==> src/olte_pkg.sv <==
// Shared types and codes for the ordered list table engine.
package olte_pkg;

  typedef enum logic [2:0] {
    FN_APPEND  = 3'd0,
    FN_DELETE  = 3'd1,
    FN_MAX     = 3'd2,
    FN_PRINT   = 3'd3,
    FN_REVERSE = 3'd4,
    FN_UPDATE  = 3'd5
  } func_e;

  typedef enum logic [2:0] {
    KIND_DATA     = 3'd0,
    KIND_EMPTY    = 3'd1,
    KIND_NOTFOUND = 3'd2,
    KIND_BADPOS   = 3'd3,
    KIND_FULL     = 3'd4
  } kind_e;

  typedef enum logic [3:0] {
    ST_IDLE,
    ST_LIST_F,
    ST_LIST_R,
    ST_MAX,
    ST_MAX_OUT,
    ST_UPD,
    ST_UPD_CHK,
    ST_DEL_RD,
    ST_DEL_CAP,
    ST_DEL_SH,
    ST_DEL_END
  } st_e;

  typedef enum logic [1:0] {
    RS_IDX,
    RS_REV,
    RS_NEXT
  } rsel_e;

  typedef enum logic [1:0] {
    IS_ZERO,
    IS_RDATA,
    IS_BEST
  } isel_e;

  typedef struct packed {
    logic  latch;
    logic  app_wr;
    logic  idx_clr;
    logic  idx_pos;
    logic  idx_inc;
    logic  rd_en;
    rsel_e rsel;
    logic  rd_last;
    logic  shift;
    logic  acc;
    logic  upd;
    logic  hit_clr;
    logic  best_cap;
    logic  cnt_dec;
    logic  emit;
    kind_e kind;
    isel_e isel;
    logic  last;
  } cmd_t;

  typedef struct packed {
    logic empty;
    logic full;
    logic pos_bad;
    logic idx_lt;
    logic idx_last;
    logic nxt_ok;
    logic rv;
    logic rl;
    logic hit;
  } sts_t;

endpackage

==> src/ordered_list_table_engine.sv <==
// Top level of the ordered list table engine.
//
// Keeps an ordered list of up to DEPTH signed 32-bit values. An item
// (func_i, value_i, position_i, new_value_i) is taken at a clock edge where
// start is high and busy is low. Results leave on kind_o, item_o and last_o,
// each valid for exactly one cycle while res_valid_o is high; last_o marks
// the final result of an item. The receiver cannot stall the block.
// A rejected or empty-list item gives a single result and leaves the block idle.
// The entry memory has one read and one write port and is walked one entry
// per cycle; busy stays high while an item is in progress, so a new item is
// taken only once the previous one is through. An update with a match walks
// the list twice, once to rewrite the matches and once to print the list.
// Reset clears the entry count and the control state; the entry memory
// itself is not cleared and needs no sweep.
module ordered_list_table_engine #(
  parameter int unsigned DEPTH = 32
) (
  input  logic               clk_i,
  input  logic               rst_ni,
  input  logic               start,
  output logic               busy,
  input  logic [2:0]         func_i,
  input  logic signed [31:0] value_i,
  input  logic [5:0]         position_i,
  input  logic signed [31:0] new_value_i,
  output logic               res_valid_o,
  output logic [2:0]         kind_o,
  output logic signed [31:0] item_o,
  output logic               last_o
);
  import olte_pkg::*;

  cmd_t cmd;
  sts_t sts;

  olte_ctrl u_ctrl (
    .clk_i  (clk_i),
    .rst_ni (rst_ni),
    .start  (start),
    .func_i (func_i),
    .sts_i  (sts),
    .cmd_o  (cmd),
    .busy   (busy)
  );

  olte_dp #(
    .DEPTH (DEPTH)
  ) u_dp (
    .clk_i       (clk_i),
    .rst_ni      (rst_ni),
    .cmd_i       (cmd),
    .sts_o       (sts),
    .value_i     (value_i),
    .position_i  (position_i),
    .new_value_i (new_value_i),
    .res_valid_o (res_valid_o),
    .kind_o      (kind_o),
    .item_o      (item_o),
    .last_o      (last_o)
  );

endmodule

==> src/olte_ctrl.sv <==
// Controller state machine for the ordered list table engine.
module olte_ctrl (
  input  logic           clk_i,
  input  logic           rst_ni,
  input  logic           start,
  input  logic [2:0]     func_i,
  input  olte_pkg::sts_t sts_i,
  output olte_pkg::cmd_t cmd_o,
  output logic           busy
);
  import olte_pkg::*;

  st_e state_q, state_d;

  always_ff @(posedge clk_i or negedge rst_ni) begin
    if (!rst_ni) begin
      state_q <= ST_IDLE;
    end else begin
      state_q <= state_d;
    end
  end

  assign busy = (state_q != ST_IDLE);

  always_comb begin
    state_d = state_q;
    case (state_q)
      ST_IDLE: begin
        if (start) begin
          case (func_e'(func_i))
            FN_APPEND:  if (!sts_i.full) state_d = ST_LIST_F;
            FN_DELETE:  if (!sts_i.pos_bad) state_d = ST_DEL_RD;
            FN_MAX:     if (!sts_i.empty) state_d = ST_MAX;
            FN_PRINT:   if (!sts_i.empty) state_d = ST_LIST_F;
            FN_REVERSE: if (!sts_i.empty) state_d = ST_LIST_R;
            FN_UPDATE:  if (!sts_i.empty) state_d = ST_UPD;
            default:    state_d = ST_IDLE;
          endcase
        end
      end
      ST_LIST_F, ST_LIST_R: if (sts_i.rl) state_d = ST_IDLE;
      ST_MAX:     if (sts_i.rl) state_d = ST_MAX_OUT;
      ST_MAX_OUT: state_d = ST_IDLE;
      ST_UPD:     if (sts_i.rl) state_d = ST_UPD_CHK;
      ST_UPD_CHK: state_d = sts_i.hit ? ST_LIST_F : ST_IDLE;
      ST_DEL_RD:  state_d = ST_DEL_CAP;
      ST_DEL_CAP, ST_DEL_SH: state_d = sts_i.nxt_ok ? ST_DEL_SH : ST_DEL_END;
      ST_DEL_END: state_d = ST_IDLE;
      default:    state_d = ST_IDLE;
    endcase
  end

  always_comb begin
    cmd_o      = '0;
    cmd_o.rsel = RS_IDX;
    cmd_o.kind = KIND_DATA;
    cmd_o.isel = IS_ZERO;
    case (state_q)
      ST_IDLE: begin
        if (start) begin
          case (func_e'(func_i))
            FN_APPEND: begin
              if (sts_i.full) begin
                cmd_o.emit = 1'b1;
                cmd_o.kind = KIND_FULL;
                cmd_o.last = 1'b1;
              end else begin
                cmd_o.app_wr  = 1'b1;
                cmd_o.idx_clr = 1'b1;
              end
            end
            FN_DELETE: begin
              if (sts_i.pos_bad) begin
                cmd_o.emit = 1'b1;
                cmd_o.kind = KIND_BADPOS;
                cmd_o.last = 1'b1;
              end else begin
                cmd_o.idx_pos = 1'b1;
              end
            end
            FN_MAX, FN_PRINT, FN_REVERSE, FN_UPDATE: begin
              if (sts_i.empty) begin
                cmd_o.emit = 1'b1;
                cmd_o.kind = KIND_EMPTY;
                cmd_o.last = 1'b1;
              end else begin
                cmd_o.idx_clr = 1'b1;
                cmd_o.hit_clr = 1'b1;
                cmd_o.latch   = 1'b1;
              end
            end
            default: cmd_o.emit = 1'b0;
          endcase
        end
      end
      ST_LIST_F, ST_LIST_R, ST_MAX, ST_UPD: begin
        cmd_o.rd_en   = sts_i.idx_lt;
        cmd_o.idx_inc = sts_i.idx_lt;
        cmd_o.rd_last = sts_i.idx_last;
        cmd_o.rsel    = (state_q == ST_LIST_R) ? RS_REV : RS_IDX;
        cmd_o.acc     = (state_q == ST_MAX);
        cmd_o.upd     = (state_q == ST_UPD);
        if (state_q == ST_LIST_F || state_q == ST_LIST_R) begin
          cmd_o.emit = sts_i.rv;
          cmd_o.isel = IS_RDATA;
          cmd_o.last = sts_i.rl;
        end
      end
      ST_MAX_OUT, ST_DEL_END: begin
        cmd_o.emit    = 1'b1;
        cmd_o.isel    = IS_BEST;
        cmd_o.last    = 1'b1;
        cmd_o.cnt_dec = (state_q == ST_DEL_END);
      end
      ST_UPD_CHK: begin
        if (sts_i.hit) begin
          cmd_o.idx_clr = 1'b1;
        end else begin
          cmd_o.emit = 1'b1;
          cmd_o.kind = KIND_NOTFOUND;
          cmd_o.last = 1'b1;
        end
      end
      ST_DEL_RD: begin
        cmd_o.rd_en = 1'b1;
      end
      ST_DEL_CAP, ST_DEL_SH: begin
        cmd_o.best_cap = (state_q == ST_DEL_CAP);
        cmd_o.rd_en    = sts_i.nxt_ok;
        cmd_o.rsel     = RS_NEXT;
        cmd_o.shift    = sts_i.nxt_ok;
        cmd_o.idx_inc  = sts_i.nxt_ok;
      end
      default: cmd_o.emit = 1'b0;
    endcase
  end

endmodule

==> src/olte_dp.sv <==
// Datapath of the ordered list table engine: entry memory, count, index and result register.
module olte_dp #(
  parameter int unsigned DEPTH = 32
) (
  input  logic               clk_i,
  input  logic               rst_ni,
  input  olte_pkg::cmd_t     cmd_i,
  output olte_pkg::sts_t     sts_o,
  input  logic signed [31:0] value_i,
  input  logic [5:0]         position_i,
  input  logic signed [31:0] new_value_i,
  output logic               res_valid_o,
  output logic [2:0]         kind_o,
  output logic signed [31:0] item_o,
  output logic               last_o
);
  import olte_pkg::*;

  localparam int unsigned AW = (DEPTH > 1) ? $clog2(DEPTH) : 1;
  localparam int unsigned CW = $clog2(DEPTH + 1);
  localparam int unsigned PW = (CW > 6) ? CW : 6;

  logic signed [31:0] mem [DEPTH];

  logic [CW-1:0]      count_q, count_d;
  logic [CW-1:0]      idx_q, idx_d;
  logic [CW:0]        idx_p1;
  logic [CW-1:0]      rev_addr;
  logic [AW-1:0]      raddr;
  logic [AW-1:0]      ra_q;
  logic signed [31:0] rdata_q;
  logic               rv_q, rl_q, rf_q;
  logic               sw_q;
  logic [AW-1:0]      swa_q;
  logic               hit_q;
  logic signed [31:0] best_q;
  logic signed [31:0] value_q, nvalue_q;
  logic               upd_hit;
  logic               wr_en;
  logic [AW-1:0]      waddr;
  logic signed [31:0] wdata;
  logic               out_vld_q;
  logic [2:0]         kind_q;
  logic signed [31:0] item_q;
  logic               last_q;
  logic signed [31:0] item_d;

  assign idx_p1   = {1'b0, idx_q} + 1'b1;
  assign rev_addr = count_q - idx_q - 1'b1;
  assign upd_hit  = cmd_i.upd && rv_q && (rdata_q == value_q);

  always_comb begin
    case (cmd_i.rsel)
      RS_IDX:  raddr = idx_q[AW-1:0];
      RS_REV:  raddr = rev_addr[AW-1:0];
      RS_NEXT: raddr = idx_p1[AW-1:0];
      default: raddr = idx_q[AW-1:0];
    endcase
  end

  always_comb begin
    count_d = count_q;
    if (cmd_i.app_wr) begin
      count_d = count_q + 1'b1;
    end else if (cmd_i.cnt_dec) begin
      count_d = count_q - 1'b1;
    end
  end

  always_comb begin
    idx_d = idx_q;
    if (cmd_i.idx_clr) begin
      idx_d = '0;
    end else if (cmd_i.idx_pos) begin
      idx_d = CW'(position_i);
    end else if (cmd_i.idx_inc) begin
      idx_d = idx_p1[CW-1:0];
    end
  end

  always_comb begin
    wr_en = 1'b1;
    waddr = count_q[AW-1:0];
    wdata = value_i;
    if (cmd_i.app_wr) begin
      waddr = count_q[AW-1:0];
      wdata = value_i;
    end else if (sw_q) begin
      waddr = swa_q;
      wdata = rdata_q;
    end else if (upd_hit) begin
      waddr = ra_q;
      wdata = nvalue_q;
    end else begin
      wr_en = 1'b0;
    end
  end

  always_comb begin
    case (cmd_i.isel)
      IS_RDATA: item_d = rdata_q;
      IS_BEST:  item_d = best_q;
      default:  item_d = '0;
    endcase
  end

  always_ff @(posedge clk_i or negedge rst_ni) begin
    if (!rst_ni) begin
      count_q   <= '0;
      idx_q     <= '0;
      rv_q      <= 1'b0;
      rl_q      <= 1'b0;
      rf_q      <= 1'b0;
      sw_q      <= 1'b0;
      hit_q     <= 1'b0;
      out_vld_q <= 1'b0;
    end else begin
      count_q   <= count_d;
      idx_q     <= idx_d;
      rv_q      <= cmd_i.rd_en;
      rl_q      <= cmd_i.rd_en && cmd_i.rd_last;
      rf_q      <= cmd_i.rd_en && (idx_q == '0);
      sw_q      <= cmd_i.shift;
      out_vld_q <= cmd_i.emit;
      if (cmd_i.hit_clr) begin
        hit_q <= 1'b0;
      end else if (upd_hit) begin
        hit_q <= 1'b1;
      end
    end
  end

  always_ff @(posedge clk_i) begin
    if (wr_en) begin
      mem[waddr] <= wdata;
    end
    if (cmd_i.rd_en) begin
      rdata_q <= mem[raddr];
      ra_q    <= raddr;
    end
  end

  always_ff @(posedge clk_i) begin
    swa_q <= idx_q[AW-1:0];
    if (cmd_i.latch) begin
      value_q  <= value_i;
      nvalue_q <= new_value_i;
    end
    if (cmd_i.best_cap) begin
      best_q <= rdata_q;
    end else if (cmd_i.acc && rv_q && (rf_q || (rdata_q > best_q))) begin
      best_q <= rdata_q;
    end
    if (cmd_i.emit) begin
      kind_q <= cmd_i.kind;
      item_q <= item_d;
      last_q <= cmd_i.last;
    end
  end

  assign sts_o.empty    = (count_q == '0);
  assign sts_o.full     = (count_q == CW'(DEPTH));
  assign sts_o.pos_bad  = (PW'(position_i) >= PW'(count_q));
  assign sts_o.idx_lt   = (idx_q < count_q);
  assign sts_o.idx_last = (idx_p1 == {1'b0, count_q});
  assign sts_o.nxt_ok   = (idx_p1 < {1'b0, count_q});
  assign sts_o.rv       = rv_q;
  assign sts_o.rl       = rl_q;
  assign sts_o.hit      = hit_q;

  assign res_valid_o = out_vld_q;
  assign kind_o      = kind_q;
  assign item_o      = item_q;
  assign last_o      = last_q;

endmodule

==> config.mk <==
export PLATFORM = sky130hd
export DESIGN_NAME = ordered_list_table_engine
export DESIGN_NICKNAME = d
export VERILOG_FILES = /design/src/olte_pkg.sv /design/src/ordered_list_table_engine.sv /design/src/olte_ctrl.sv /design/src/olte_dp.sv
export SDC_FILE = /design/constraint.sdc
export NUM_CORES = 2
export LEC_CHECK = 0
export ABC_AREA = 0
export BUFFER_PORTS_ARGS = -buffer_cell sky130_fd_sc_hd__buf_2
export CORE_MARGIN = 3
export CORE_UTILIZATION = 35
export DETAILED_ROUTE_END_ITERATION = 16
export PLACE_DENSITY_LB_ADDON = 0.15
export SLEW_MARGIN = 10
export SYNTH_ARGS = -nofsm -noshare
export SYNTH_HDL_FRONTEND = slang
export SYNTH_SLANG_ARGS = --single-unit
==> constraint.sdc <==
create_clock -name clk_i -period 8.88 [get_ports clk_i]
set_input_delay 1.332 -clock clk_i [delete_from_list [all_inputs] [get_ports clk_i]]
set_output_delay 1.332 -clock clk_i [all_outputs]
set_load 0.01 [all_outputs]
==> flow_metrics.py <==
metrics = {
    "synth": {
        "ys_warn_count": 0,
        "synth_edf_count": 1193,
        "avgSynthCellArea_sq_um": 20.1,
        "syn_nets": 2574,
        "yosysUniqueCellTypes": 74,
        "syn_area_sq_um": 49000,
        "seq_area_frac_synth_pct": 74.5,
        "synthFlopType": "edfxtp_1",
        "synthArstFlopShare_pct": 1.80,
        "syn_inst": 2432,
        "ys_seq_elements": 1220,
    },
    "clock_tree": {
        "clockRootBuffer": "clkbuf_16",
        "cts_buffer_depth": 3,
        "h-tree-depth": 4,
        "post_cts_buffers": 0,
        "hold_buffers": 0,
        "clock_latency_ns": 0.75,
        "clk_pin_slew_ns": 0.06,
        "clock-sinks": 1220,
        "cts_tree": "yes",
        "cts_resized": 0,
        "cts_buffers": 133,
    },
    "min_path": {
        "hold_class": "in -> async",
    },
    "final_layout": {
        "multi_input_area_sq_um": 12400,
        "final_core_util_pct": 41.1,
        "fillers": 12300,
        "area_growth_syn_to_layout_pct": 15.9,
        "regArea_sq_um": 36500,
        "fin_nets": 2759,
        "stdcell_count": 4576,
        "drive_above_1_share_pct": 26.6,
    },
    "worst_setup_path": {
        "cp-end-kind": "flop",
        "criticalPathCategory": "reg -> reg",
        "reg2reg_from": "u_dp.rdata_q[26]",
        "worstPathRequired_ns": 9.23,
        "crit_fanout": 33,
        "crit_arrival_ns": 6.25,
        "rr_endpoint": "u_dp.mem[30][9]",
        "reg2reg_slack_ns": 2.98,
        "crit_path_start_kind": "flop",
        "worstRegToRegCells": 7,
    },
    "die": {
        "dieArea_sq_um": 144000,
        "start_util_pct": 35.4,
        "pin_count": 114,
        "die_w_microns": 380,
        "core_sq_um": 138000,
        "fp.dieH_microns": 380,
        "placementRows": 136,
    },
    "power": {
        "p_leak_nw": 18.2,
        "vdd_drop_max_uv": 264,
        "power_density_nw_per_um2": 340,
    },
    "drt": {
        "post_drt_wl_per_cell_microns": 29.0,
        "drtAntennaViolNets": 0,
        "vias": 24700,
        "via_per_inst": 5.40,
        "drt-initial-drc-count": 2637,
        "wl_mm": 133,
        "drc": 0,
        "first_pass_iters": 5,
    },
    "placement": {
        "hpwl_mm": 82.2,
        "gp_congestion": 0.841,
        "placed_cells": 4342,
        "dpl_worst_slack_ns": 2.96,
        "io_buffers": 113,
    },
    "global_route": {
        "grt_pass1_vias": 25400,
        "antenna_found_initial": 9,
        "grt_max_degree": 98,
        "grt_remaining_overflow": 0,
        "grt_use_total_pct": 18.3,
        "grt_pass1_wl_mm": 190,
    },
    "sta": {
        "timing.fmax_mhz": 170,
        "min_period_ns": 5.90,
        "period_share_pct": 66.4,
        "finalWorstSetupSlack_ns": 2.98,
        "skew_ns": 0.0217,
        "rsz0062_at_grt": "false",
        "hold_violations": 0,
        "relSlewSlack_pct": 15.2,
        "tightest_slew_ns": 1.27,
        "fin_hold_ws_ns": 0.566,
        "finalSetupViolCount": 0,
        "tns_ns": 0,
        "finalMaxSlewViolations": 0,
    },
    "outcome": {
        "outcome": "finished clean",
    },
    "job": {
        "drv_cap": 0,
    },
}
==> logic make-up after synthesis <==
kind of cell	share of synthesized area, %
compound gates	3.92
xor+xnor	0.751
fa+ha+maj	1.74
buf+inv	1.58
flops	74.5
mux	14.6
simple gates	2.85
==> critical path, stage by stage (launching register included) <==
cell	delay [ns]
edfxtp_1	0.47
xnor2_1	0.25
nand4_1	0.17
nor4_1	0.93
nand3_2	1.00
o311ai_1	0.66
nand3b_1	0.77
nor2_4	1.21
==> cell type report <==
class	count	share of cell area [%]
flip-flops and latches	1220	64.3
multi-input cells	1032	21.9
clock buffers	165	6.23
well taps	1863	4.11
repair buffers	167	1.98
clock inverters	63	1.05
inverters	63	0.423
diodes	3	0.0132
==> registers in the layout, indices dropped and copies added (netlist names) <==
signal	flops
u_ctrl.state_q	4
u_dp.best_q	32
u_dp.count_q	6
u_dp.hit_q	1
u_dp.idx_q	6
u_dp.item_o	32
u_dp.kind_o	3
u_dp.last_o	1
u_dp.mem	1024
u_dp.nvalue_q	32
u_dp.ra_q	5
u_dp.rdata_q	32
u_dp.res_valid_o	1
u_dp.rf_q	1
u_dp.rl_q	1
u_dp.rv_q	1
u_dp.sw_q	1
u_dp.swa_q	5
u_dp.value_q	32
==> layout by cell type, fill, tap and decap left out, types with 6 or more instances in the layout <==
cell type and instances:
nand3_1 12, clkbuf_16 137, buf_12 12, edfxtp_1 1193, nand2b_1 11, a21o_1 51, a22oi_1 38, buf_2 113
nor3_1 10, nor2_4 32, a21oi_1 30, nand4_1 17, mux4_2 288, o211ai_1 6, and3_1 7, nor2b_1 10
o22ai_1 65, nor2_1 53, clkbuf_1 28, nand2_1 86, or3_1 11, clkinv_2 16, buf_4 42, clkinv_1 27
o21ai_0 19, xnor2_1 38, inv_1 58, mux2i_1 66, ha_1 64, dfrtp_1 22, a31oi_4 29, bufinv_16 9
==> worst max path at each step <==
stage,start,end,slack (ns),cells past startpoint
4_1_cts,u_dp.rdata_q[26],u_dp.mem[24][4],2.92,7
3_5_place_dp,u_dp.rdata_q[5],u_dp.mem[24][29],2.96,7
2_1_floorplan,func_i[2],u_dp.idx_q[0],1.91,6
5_1_grt,u_dp.rdata_q[26],u_dp.mem[26][5],2.69,7
6_report,u_dp.rdata_q[26],u_dp.mem[30][9],2.98,7
3_3_place_gp,u_dp.rdata_q[5],u_dp.mem[14][11],3.02,7
==> synth_stat cells (all sizes together) (7+ instances only) <==
library cell  instances  area share, %
nor2b                10           0.13
nand2b               11           0.14
edfxtp             1193             73
inv                  63           0.49
buf                  49           0.57
clkbuf               68           0.52
nand4                18           0.24
a21oi                31           0.32
mux2i                67            1.4
a22oi                38           0.58
xnor2                38           0.68
and3                  7          0.089
o22ai                66           0.86
o21ai                22           0.22
nor2                 86           0.66
a31oi                33           0.42
nor3                 14           0.20
dfrtp                22            1.1
a21o                 51           0.78
ha                   64            1.6
nand3                15           0.16
or3                  14           0.20
nand2                86           0.66
mux4                288             13
==> metrics by stage <==
stage	total power, mW	instance area, sq um
3_5_place_dp	14.2	52600
4_1_cts	19.5	56700
2_1_floorplan	11.6	49000
6_report	19.3	56800
3_3_place_gp	14.1	52500
5_1_grt	20.2	56700
==> routing by layer <==
metal,vias to the layer above,wire length (microns),GRT usage [%]
li1,10500,-,-
met1,13200,60600,27.0
met2,869,58200,26.6
met3,160,11200,5.40
met4,2,2500,4.77
met5,-,13,0
==> report_power, final <==
| part | total [mW] | internal [mW] | switching, mW |
|---|---|---|---|
| clock network | 5.31 | 3.08 | 2.23 |
| logic | 6.55 | 2.60 | 3.94 |
| registers | 7.42 | 7.06 | 0.360 |
| total | 19.3 | 12.8 | 6.53 |
No activity file was read; power rests on OpenSTA's default activity.
